`src/hw/rtl/vln_pkg.sv`:
```
// Shared types and constants for the vector L2 norm block.
package vln_pkg;

    // Field widths
    localparam int SAMPLE_W   = 16;
    localparam int SCALE_W    = 24;
    localparam int ZERO_W     = 8;
    localparam int SUM_W      = 56;
    localparam int NORM_W     = 48;
    localparam int SQ_W       = 32;
    localparam int MAG_W      = 16;

    // Square root unit: radicand holds sum << 32 at most, one bit pair per step
    localparam int RAD_W      = SUM_W + 32;
    localparam int ROOT_W     = RAD_W / 2;
    localparam int REM_W      = ROOT_W + 2;
    localparam int ROOT_ITERS = ROOT_W;
    localparam int ITER_W     = $clog2(ROOT_ITERS);

    // Scale multiply split (root = rh:rl, rl is the Q.16 fraction)
    localparam int FRAC_W     = 16;
    localparam int RH_W       = ROOT_W - FRAC_W;
    localparam int PHI_W      = SCALE_W + RH_W;
    localparam int PLO_W      = SCALE_W + FRAC_W;
    localparam int NFULL_W    = PHI_W + 1;

    // Configuration port
    localparam int CFG_IDX_W  = 2;
    localparam int CFG_DATA_W = 24;
    localparam logic [CFG_IDX_W-1:0] CFG_ELEMENT_KIND = 2'd0;
    localparam logic [CFG_IDX_W-1:0] CFG_QUANT_SCALE  = 2'd1;
    localparam logic [CFG_IDX_W-1:0] CFG_QUANT_ZERO   = 2'd2;

    // Element kinds
    localparam logic KIND_FIXED = 1'b0;
    localparam logic KIND_QUANT = 1'b1;

    // Register reset values
    localparam logic [SCALE_W-1:0] SCALE_RESET = 24'h010000;

    // Controller states
    typedef enum logic [2:0] {
        ST_ACCUM,
        ST_DRAIN,
        ST_LOAD,
        ST_ROOT,
        ST_MULT,
        ST_FINISH
    } vln_state_t;

    // Controller to datapath commands
    typedef struct packed {
        logic sq_load;
        logic root_load;
        logic root_step;
        logic mult_en;
        logic finish;
    } vln_cmd_t;

    // Datapath to controller status
    typedef struct packed {
        logic out_free;
    } vln_status_t;

endpackage

```
`src/hw/rtl/vln_if.sv`:
```
// Stream channel interfaces for the vector L2 norm block.
interface vln_in_if
    import vln_pkg::*;
();
    logic                       valid;
    logic                       ready;
    logic signed [SAMPLE_W-1:0] sample;
    logic                       last;

    modport source (output valid, output sample, output last, input ready);
    modport sink   (input valid, input sample, input last, output ready);
endinterface

interface vln_out_if
    import vln_pkg::*;
();
    logic              valid;
    logic              ready;
    logic [NORM_W-1:0] norm_value;
    logic              saturated;

    modport source (output valid, output norm_value, output saturated, input ready);
    modport sink   (input valid, input norm_value, input saturated, output ready);
endinterface

```
`src/hw/rtl/vln_ctrl.sv`:
```
// Controller state machine for the vector L2 norm block.
module vln_ctrl
    import vln_pkg::*;
(
    input  logic        clk,
    input  logic        rst_n,
    input  logic        in_valid,
    input  logic        in_last,
    output logic        in_ready,
    input  vln_status_t status,
    output vln_cmd_t    cmd
);

    vln_state_t          state_reg, state_next;
    logic [ITER_W-1:0]   iter_reg, iter_next;
    logic                in_fire;
    logic                root_done;

    assign in_fire   = in_valid && (state_reg == ST_ACCUM);
    assign root_done = (iter_reg == ITER_W'(ROOT_ITERS - 1));

    // State and iteration count
    always_ff @(posedge clk or negedge rst_n)
    begin
        if (!rst_n)
        begin
            state_reg <= ST_ACCUM;
            iter_reg  <= '0;
        end
        else
        begin
            state_reg <= state_next;
            iter_reg  <= iter_next;
        end
    end

    // Next state
    always_comb
    begin
        state_next = state_reg;
        iter_next  = iter_reg;
        case (state_reg)
            ST_ACCUM:
            begin
                if (in_fire && in_last)
                    state_next = ST_DRAIN;
            end
            ST_DRAIN:
                state_next = ST_LOAD;
            ST_LOAD:
            begin
                iter_next  = '0;
                state_next = ST_ROOT;
            end
            ST_ROOT:
            begin
                iter_next = iter_reg + 1'b1;
                if (root_done)
                    state_next = ST_MULT;
            end
            ST_MULT:
                state_next = ST_FINISH;
            ST_FINISH:
            begin
                if (status.out_free)
                    state_next = ST_ACCUM;
            end
            default:
                state_next = ST_ACCUM;
        endcase
    end

    // Outputs
    always_comb
    begin
        in_ready      = 1'b0;
        cmd           = '0;
        case (state_reg)
            ST_ACCUM:
            begin
                in_ready    = 1'b1;
                cmd.sq_load = in_valid;
            end
            ST_DRAIN:
                cmd = '0;
            ST_LOAD:
                cmd.root_load = 1'b1;
            ST_ROOT:
                cmd.root_step = 1'b1;
            ST_MULT:
                cmd.mult_en = 1'b1;
            ST_FINISH:
                cmd.finish = status.out_free;
            default:
                cmd = '0;
        endcase
    end

endmodule

```
`src/hw/rtl/vln_dpath.sv`:
```
// Datapath: square, saturating accumulate, bit-pair square root, scaling, output register.
module vln_dpath
    import vln_pkg::*;
(
    input  logic                       clk,
    input  logic                       rst_n,
    input  logic                       cfg_we,
    input  logic [CFG_IDX_W-1:0]       cfg_index,
    input  logic [CFG_DATA_W-1:0]      cfg_data,
    input  logic signed [SAMPLE_W-1:0] sample,
    input  vln_cmd_t                   cmd,
    output vln_status_t                status,
    input  logic                       out_ready,
    output logic                       out_valid,
    output logic [NORM_W-1:0]          norm_value,
    output logic                       saturated
);

    localparam logic [SUM_W-1:0]  SUM_MAX  = {SUM_W{1'b1}};
    localparam logic [NORM_W-1:0] NORM_MAX = {NORM_W{1'b1}};

    // Configuration registers
    logic               kind_reg;
    logic [SCALE_W-1:0] scale_reg;
    logic [ZERO_W-1:0]  zero_reg;

    // Square stage
    logic [SAMPLE_W:0]  fix_abs;
    logic [ZERO_W:0]    q_diff;
    logic [ZERO_W:0]    q_abs;
    logic [MAG_W-1:0]   mag;
    logic [SQ_W-1:0]    sq_reg;
    logic               sq_vld_reg;

    // Accumulator
    logic [SUM_W-1:0]   sum_reg;
    logic               ovf_reg;
    logic [SUM_W:0]     sum_add;

    // Square root unit
    logic [RAD_W-1:0]   rad_reg;
    logic [REM_W-1:0]   rem_reg;
    logic [ROOT_W-1:0]  root_reg;
    logic               kind_l_reg;
    logic               sat_l_reg;
    logic [REM_W+1:0]   rem_sh;
    logic [REM_W+1:0]   trial;
    logic [REM_W+1:0]   rem_sub;
    logic               take;

    // Scaling
    logic [PHI_W-1:0]   p_hi_reg;
    logic [PLO_W-1:0]   p_lo_reg;
    logic [NFULL_W-1:0] quant_norm;
    logic [NFULL_W-1:0] norm_full;
    logic               norm_over;

    // Output register
    logic               out_vld_reg;
    logic [NORM_W-1:0]  norm_reg;
    logic               sat_reg;

    // Configuration writes
    always_ff @(posedge clk or negedge rst_n)
    begin
        if (!rst_n)
        begin
            kind_reg  <= KIND_FIXED;
            scale_reg <= SCALE_RESET;
            zero_reg  <= '0;
        end
        else if (cfg_we)
        begin
            case (cfg_index)
                CFG_ELEMENT_KIND: kind_reg  <= cfg_data[0];
                CFG_QUANT_SCALE:  scale_reg <= cfg_data[SCALE_W-1:0];
                CFG_QUANT_ZERO:   zero_reg  <= cfg_data[ZERO_W-1:0];
                default:          kind_reg  <= kind_reg;
            endcase
        end
    end

    // Magnitude of the element under the current mode
    always_comb
    begin
        fix_abs = sample[SAMPLE_W-1] ? ((SAMPLE_W+1)'(0) - {sample[SAMPLE_W-1], sample})
                                     : {1'b0, sample};
        q_diff  = {sample[ZERO_W-1], sample[ZERO_W-1:0]} - {zero_reg[ZERO_W-1], zero_reg};
        q_abs   = q_diff[ZERO_W] ? ((ZERO_W+1)'(0) - q_diff) : q_diff;
        mag     = (kind_reg == KIND_QUANT) ? MAG_W'(q_abs[ZERO_W-1:0]) : fix_abs[MAG_W-1:0];
    end

    // Square register
    always_ff @(posedge clk)
    begin
        if (cmd.sq_load)
            sq_reg <= SQ_W'(mag) * SQ_W'(mag);
    end

    always_ff @(posedge clk or negedge rst_n)
    begin
        if (!rst_n)
            sq_vld_reg <= 1'b0;
        else
            sq_vld_reg <= cmd.sq_load;
    end

    // Saturating accumulate; cleared when the root unit takes the sum
    assign sum_add = {1'b0, sum_reg} + (SUM_W+1)'(sq_reg);

    always_ff @(posedge clk or negedge rst_n)
    begin
        if (!rst_n)
        begin
            sum_reg <= '0;
            ovf_reg <= 1'b0;
        end
        else if (cmd.root_load)
        begin
            sum_reg <= '0;
            ovf_reg <= 1'b0;
        end
        else if (sq_vld_reg)
        begin
            if (sum_add[SUM_W])
            begin
                sum_reg <= SUM_MAX;
                ovf_reg <= 1'b1;
            end
            else
                sum_reg <= sum_add[SUM_W-1:0];
        end
    end

    // One root bit per step
    always_comb
    begin
        rem_sh  = {rem_reg, rad_reg[RAD_W-1 -: 2]};
        trial   = {2'b00, root_reg, 2'b01};
        take    = (rem_sh >= trial);
        rem_sub = rem_sh - trial;
    end

    always_ff @(posedge clk)
    begin
        if (cmd.root_load)
        begin
            rad_reg    <= (kind_reg == KIND_QUANT) ? {sum_reg, 32'd0}
                                                   : {16'd0, sum_reg, 16'd0};
            rem_reg    <= '0;
            root_reg   <= '0;
            kind_l_reg <= kind_reg;
            sat_l_reg  <= ovf_reg;
        end
        else if (cmd.root_step)
        begin
            rad_reg  <= {rad_reg[RAD_W-3:0], 2'b00};
            rem_reg  <= take ? rem_sub[REM_W-1:0] : rem_sh[REM_W-1:0];
            root_reg <= {root_reg[ROOT_W-2:0], take};
        end
    end

    // Scale multiply, split into integer and fraction halves of the root
    always_ff @(posedge clk)
    begin
        if (cmd.mult_en)
        begin
            p_hi_reg <= PHI_W'(scale_reg) * PHI_W'(root_reg[ROOT_W-1:FRAC_W]);
            p_lo_reg <= PLO_W'(scale_reg) * PLO_W'(root_reg[FRAC_W-1:0]);
        end
    end

    // Norm selection and clamp
    always_comb
    begin
        quant_norm = NFULL_W'(p_hi_reg) + NFULL_W'(p_lo_reg[PLO_W-1:FRAC_W]);
        norm_full  = (kind_l_reg == KIND_QUANT) ? quant_norm : NFULL_W'(root_reg);
        norm_over  = |norm_full[NFULL_W-1:NORM_W];
    end

    // Output register
    always_ff @(posedge clk or negedge rst_n)
    begin
        if (!rst_n)
            out_vld_reg <= 1'b0;
        else if (cmd.finish)
            out_vld_reg <= 1'b1;
        else if (out_ready)
            out_vld_reg <= 1'b0;
    end

    always_ff @(posedge clk)
    begin
        if (cmd.finish)
        begin
            norm_reg <= norm_over ? NORM_MAX : norm_full[NORM_W-1:0];
            sat_reg  <= sat_l_reg | norm_over;
        end
    end

    assign status.out_free = !out_vld_reg || out_ready;
    assign out_valid       = out_vld_reg;
    assign norm_value      = norm_reg;
    assign saturated       = sat_reg;

endmodule

```
`src/hw/rtl/vector_l2_norm.sv`:
```
// Top level of the vector L2 norm block.
//
//  channel  | dir | beat payload                   | handshake
//  in_ch    | in  | sample (s16), last             | valid / ready
//  out_ch   | out | norm_value (u48, Q40.8 fixed / Q32.16 quant), sat. | valid / ready
//  cfg      | in  | cfg_index, cfg_data            | cfg_we, no back-pressure
//
// An element that is not last does not hold off input: its square is registered and
// added into the 56-bit sum on the following cycle.
// A last element holds off input through drain, load, 44 steps of the
// bit-pair square root unit, one scale multiply, then the output register.
// A result waiting in the output register stalls only the next vector's end.
// Reset clears the sum, the overflow mark, the output valid and loads the
// register defaults (fixed mode, scale 1.0, zero point 0).
module vector_l2_norm
    import vln_pkg::*;
(
    input  logic                  clk,
    input  logic                  rst_n,
    input  logic                  cfg_we,
    input  logic [CFG_IDX_W-1:0]  cfg_index,
    input  logic [CFG_DATA_W-1:0] cfg_data,
    vln_in_if.sink                in_ch,
    vln_out_if.source             out_ch
);

    vln_cmd_t    cmd;
    vln_status_t status;

    // Sequencer
    vln_ctrl u_ctrl (
        .clk      (clk),
        .rst_n    (rst_n),
        .in_valid (in_ch.valid),
        .in_last  (in_ch.last),
        .in_ready (in_ch.ready),
        .status   (status),
        .cmd      (cmd)
    );

    // Arithmetic
    vln_dpath u_dpath (
        .clk        (clk),
        .rst_n      (rst_n),
        .cfg_we     (cfg_we),
        .cfg_index  (cfg_index),
        .cfg_data   (cfg_data),
        .sample     (in_ch.sample),
        .cmd        (cmd),
        .status     (status),
        .out_ready  (out_ch.ready),
        .out_valid  (out_ch.valid),
        .norm_value (out_ch.norm_value),
        .saturated  (out_ch.saturated)
    );

endmodule

```
`src/flat_wrapper.sv`:
```
// flat-port wrapper written by rule: the top's interface ports become plain ports
module vector_l2_norm_flat import vln_pkg::*;
  (clk, rst_n, cfg_we, cfg_index, cfg_data, in_ch_valid, in_ch_sample, in_ch_last, in_ch_ready, out_ch_valid, out_ch_norm_value, out_ch_saturated, out_ch_ready);
  vln_in_if in_ch_i ();
  vln_out_if out_ch_i ();
  input  logic clk;
  input  logic rst_n;
  input  logic cfg_we;
  input  logic [CFG_IDX_W-1:0] cfg_index;
  input  logic [CFG_DATA_W-1:0] cfg_data;
  input wire logic [$bits(in_ch_i.valid)-1:0] in_ch_valid;
  input wire logic [$bits(in_ch_i.sample)-1:0] in_ch_sample;
  input wire logic [$bits(in_ch_i.last)-1:0] in_ch_last;
  output wire logic [$bits(in_ch_i.ready)-1:0] in_ch_ready;
  output wire logic [$bits(out_ch_i.valid)-1:0] out_ch_valid;
  output wire logic [$bits(out_ch_i.norm_value)-1:0] out_ch_norm_value;
  output wire logic [$bits(out_ch_i.saturated)-1:0] out_ch_saturated;
  input wire logic [$bits(out_ch_i.ready)-1:0] out_ch_ready;
  assign in_ch_i.valid = in_ch_valid;
  assign in_ch_i.sample = in_ch_sample;
  assign in_ch_i.last = in_ch_last;
  assign in_ch_ready = in_ch_i.ready;
  assign out_ch_valid = out_ch_i.valid;
  assign out_ch_norm_value = out_ch_i.norm_value;
  assign out_ch_saturated = out_ch_i.saturated;
  assign out_ch_i.ready = out_ch_ready;
  vector_l2_norm u_core (.clk(clk), .rst_n(rst_n), .cfg_we(cfg_we), .cfg_index(cfg_index), .cfg_data(cfg_data), .in_ch(in_ch_i), .out_ch(out_ch_i));
endmodule
```
`config.mk`:
```
export PLATFORM = sky130hd
export DESIGN_NAME = vector_l2_norm_flat
export DESIGN_NICKNAME = d
export VERILOG_FILES = /design/src/hw/rtl/vln_pkg.sv /design/src/hw/rtl/vln_if.sv /design/src/hw/rtl/vln_ctrl.sv /design/src/hw/rtl/vln_dpath.sv /design/src/hw/rtl/vector_l2_norm.sv /design/src/flat_wrapper.sv
export SDC_FILE = /design/constraint.sdc
export NUM_CORES = 2
export LEC_CHECK = 0
export BUFFER_PORTS_ARGS = -buffer_cell sky130_fd_sc_hd__clkbuf_2
export CAP_MARGIN = 20
export CORE_UTILIZATION = 49
export DETAILED_ROUTE_END_ITERATION = 8
export PLACE_DENSITY = 0.74
export SLEW_MARGIN = 10
export SYNTH_ARGS = -nofsm -noshare
export SYNTH_HDL_FRONTEND = slang
export SYNTH_SLANG_ARGS = --single-unit
```
`constraint.sdc`:
```
create_clock -name clk -period 26.5 [get_ports clk]
set_input_delay 5.3 -clock clk [delete_from_list [all_inputs] [get_ports clk]]
set_output_delay 5.3 -clock clk [all_outputs]
set_load 0.01 [all_outputs]
```
==> results.sh <==
export IMPL_status="completed"
export IMPL_critical_path_class="primary input to flip-flop"
export IMPL_largest_reg_flops=72
export IMPL_layout_drive_gt1_share_pct=5.27
export IMPL_crit_top_cell="fa_1"
export IMPL_synthArstFlopShare_pct=24.0
export IMPL_drv_cap=0
export IMPL_slew_headroom_pct=23.5
export IMPL_clock_latency_ns=0.67
export IMPL_first_iter_violations=3409
export IMPL_n_antenna_cell=0
export IMPL_worstHoldPathCells=0
export IMPL_hold_viol_final=0
export IMPL_totalWireLength_mm=162
export IMPL_synth_xor_area_share_pct=3.68
export IMPL_synth_cell_types=87
export IMPL_avgSynthCellArea_um2=9.15
export IMPL_io_pins=99
export IMPL_numCtsBuffers=51
export IMPL_regToRegStartpoint="u_core.u_dpath.zero_reg[0]$_DFFE_PN0P_"
export IMPL_cts_buffer_depth=3
export IMPL_slowest_stage="a21oi_1"
export IMPL_synth_top_family_by_area="adder cells"
export IMPL_synth_compound_area_share_pct=8.72
export IMPL_root_buffer="clkbuf_16"
export IMPL_setup_viol=0
export IMPL_cts_resized=0
export IMPL_h_tree_depth=2
export IMPL_dpl_hpwl_mm=121
export IMPL_muxShareOfSynthArea_pct=1.82
export IMPL_synth_fa_ha_area_share_pct=43.4
export IMPL_dieArea_mm2=0.129
export IMPL_cts_setup_buffers=0
export IMPL_synth_area_leaders="fa_1 (33%), edfxtp_1 (11%), ha_1 (9.9%)"
export IMPL_rr_endpoint="u_core.u_dpath.sq_reg[28]$_DFFE_PP_"
export IMPL_coreArea_mm2=0.126
export IMPL_critPathArrivalTime_ns=14.57
export IMPL_rows=130
export IMPL_met1_usage_pct=33.0
export IMPL_synth_warning_count=0
export IMPL_synth_most_common_cell="inv_1"
export IMPL_hold_buffers=0
export IMPL_fmax_ghz=0.0707
export IMPL_track_usage_pct=25.9
export IMPL_path_max_fanout=9
export IMPL_rsz0062_at_grt="no"
export IMPL_fin_skew_ns=0.0498
export IMPL_synthCells=6817
export IMPL_cts_sinks=421
export IMPL_place_port_buffers=98
export IMPL_drcViolationCount=0
export IMPL_antenna_left=0
export IMPL_slowest_delay_ns=0.68
export IMPL_die_w_um=359
export IMPL_cp_required_ns=26.92
export IMPL_avgRoutedWirePerCell_um=19.3
export IMPL_busiest_layer="met2"
export IMPL_synth_edf_count=230
export IMPL_layout_nets=8280
export IMPL_firstDrtPassIters=6
export IMPL_finalCritPeriodShare_pct=53.4
export IMPL_grt_max_degree=118
export IMPL_start_kind="primary input"
export IMPL_r2r_slack_ns=16.80
export IMPL_met2_usage_pct=44.0
export IMPL_cts_tree="done"
export IMPL_vias=46900
export IMPL_yosysTopAreaCell="fa_1"
export IMPL_antenna_found_initial=6
export IMPL_ff2ff_path_depth=32
export IMPL_initial_utilization_pct=49.5
export IMPL_yosys_area_share_simple_pct=14.9
export IMPL_crit_path_end_kind="flip-flop"
export IMPL_grt_pass1_vias=49800
export IMPL_die_h_um=359
export IMPL_crit_start="in_ch_sample[0]"
export IMPL_critPathCapture="u_core.u_dpath.sq_reg[28]$_DFFE_PP_"
export IMPL_hold_path_class="flip-flop to flip-flop"
export IMPL_setup_tns_ns=0
export IMPL_overflow=0
export IMPL_via_per_inst=5.59
export IMPL_syn2layout_area_growth_pct=5.88
export IMPL_clk_pin_slew_ns=0.07
export IMPL_nFillCells=11300
export IMPL_tightest_slew_ns=1.15
export IMPL_synth_main_ff_cell="edfxtp_1"
export IMPL_seq_area_frac_synth_pct=18.0
export IMPL_synth_top_area_share_pct=33.5
export IMPL_synth_seq_cells=421
export IMPL_maxSlewViolCount=0
export IMPL_grt_pass1_wl_mm=263
export IMPL_netlist_top_cells_count="inv_1 (1189), nand2_1 (1105), fa_1 (1042), ha_1 (494), and2_1 (351)"
export IMPL_fin_crit_ns=14.15
export IMPL_grt_use_met3_pct=4.10
export IMPL_syn_area_mm2=0.0624
export IMPL_place_congestion=0.926
[logic make-up (layout without fill, tap and decap cells)]
logic type                 Yosys count  after routing
AOI/OAI and AO/OA                  880            880
xor gates and xnor gates           262            262
adders and majority gates         1536           1536
buffers and inverters             1572           1484
DFF                                421            421
muxes                              109            109
other                                2             12
and+or+nand+nor                   2035           2035
[routing by layer]
metal  part of all wire, %  wire [um]
met1                    40      64900
met2                    48      78200
met3                   7.2      11600
met4                   4.2       6730
met5                 0.015         24
[critical path, delay by kind of cell]
kind                       cells  cell delay (ns)
AOI/OAI and AO/OA             15             4.08
adders and majority gates      9             3.93
buffers and inverters          7             0.69
and+or+nand+nor                2             0.46
xor gates and xnor gates       1             0.09
[how the worst min path moves through the flow]
stage	end	slack [ns]	start
final	u_core.u_dpath.sat_l_reg$_DFFE_PP_	0.47	u_core.u_dpath.ovf_reg$_DFFE_PN0P_
after global routing	u_core.u_dpath.sat_l_reg$_DFFE_PP_	0.49	u_core.u_dpath.ovf_reg$_DFFE_PN0P_
after CTS	u_core.u_dpath.sat_l_reg$_DFFE_PP_	0.47	u_core.u_dpath.ovf_reg$_DFFE_PN0P_
after detailed placement	u_core.u_dpath.sat_l_reg$_DFFE_PP_	0.44	u_core.u_dpath.ovf_reg$_DFFE_PN0P_
after global placement	u_core.u_dpath.sat_l_reg$_DFFE_PP_	0.46	u_core.u_dpath.ovf_reg$_DFFE_PN0P_
after floorplan	u_core.u_dpath.kind_l_reg$_DFFE_PP_	0.42	u_core.u_dpath.kind_reg$_DFFE_PN0P_
[cells in the final DEF (no fill, tap or decap), types with 28 or more instances in the layout]
cell type / Yosys / layout
a21o_1: 111 / 111
a21oi_1: 245 / 245
a31oi_1: 60 / 60
and2_1: 351 / 350
and3_1: 34 / 33
buf_4: 5 / 95
clkbuf_16: 0 / 51
clkbuf_2: 0 / 97
dfrtp_1: 100 / 97
dfxtp_1: 90 / 89
edfxtp_1: 230 / 230
fa_1: 1042 / 1042
ha_1: 494 / 494
inv_1: 1189 / 1187
mux2_2: 34 / 34
mux2i_1: 74 / 74
nand2_1: 1105 / 1105
nand3_1: 114 / 114
nand4_1: 37 / 37
nor2_1: 226 / 226
nor2b_1: 29 / 28
nor3_1: 41 / 41
o21ai_0: 249 / 249
o21bai_1: 33 / 33
xnor2_1: 156 / 156
xor2_1: 106 / 106
[through the flow]
stage	hold WS [ns]	instance area, um^2	setup slack (ns)	utilization, %	std cells
2_1_floorplan	0.423	62400	12.90	-	6827
3_3_place_gp	0.459	64300	11.87	51.0	8293
3_5_place_dp	0.443	64300	11.78	51.0	8293
4_1_cts	0.467	66000	12.48	52.4	8389
5_1_grt	0.490	66000	11.85	52.4	8389
6_report	0.475	66000	12.35	52.4	8389
[layout make-up]
type / count / area, um^2 / share of cell area, %
multi-input cells: 4834 / 45300 / 68.6
well taps: 1650 / 2060 / 3.13
clock inverters: 37 / 432 / 0.654
clock buffers: 59 / 1330 / 2.01
inverters: 1196 / 4490 / 6.81
flip-flops and latches: 421 / 11200 / 17.0
repair buffers: 192 / 1200 / 1.82
Power is left out: the tool's default activity adds up to more than one toggle a clock period on the data nets, which glitch-free logic cannot reach.
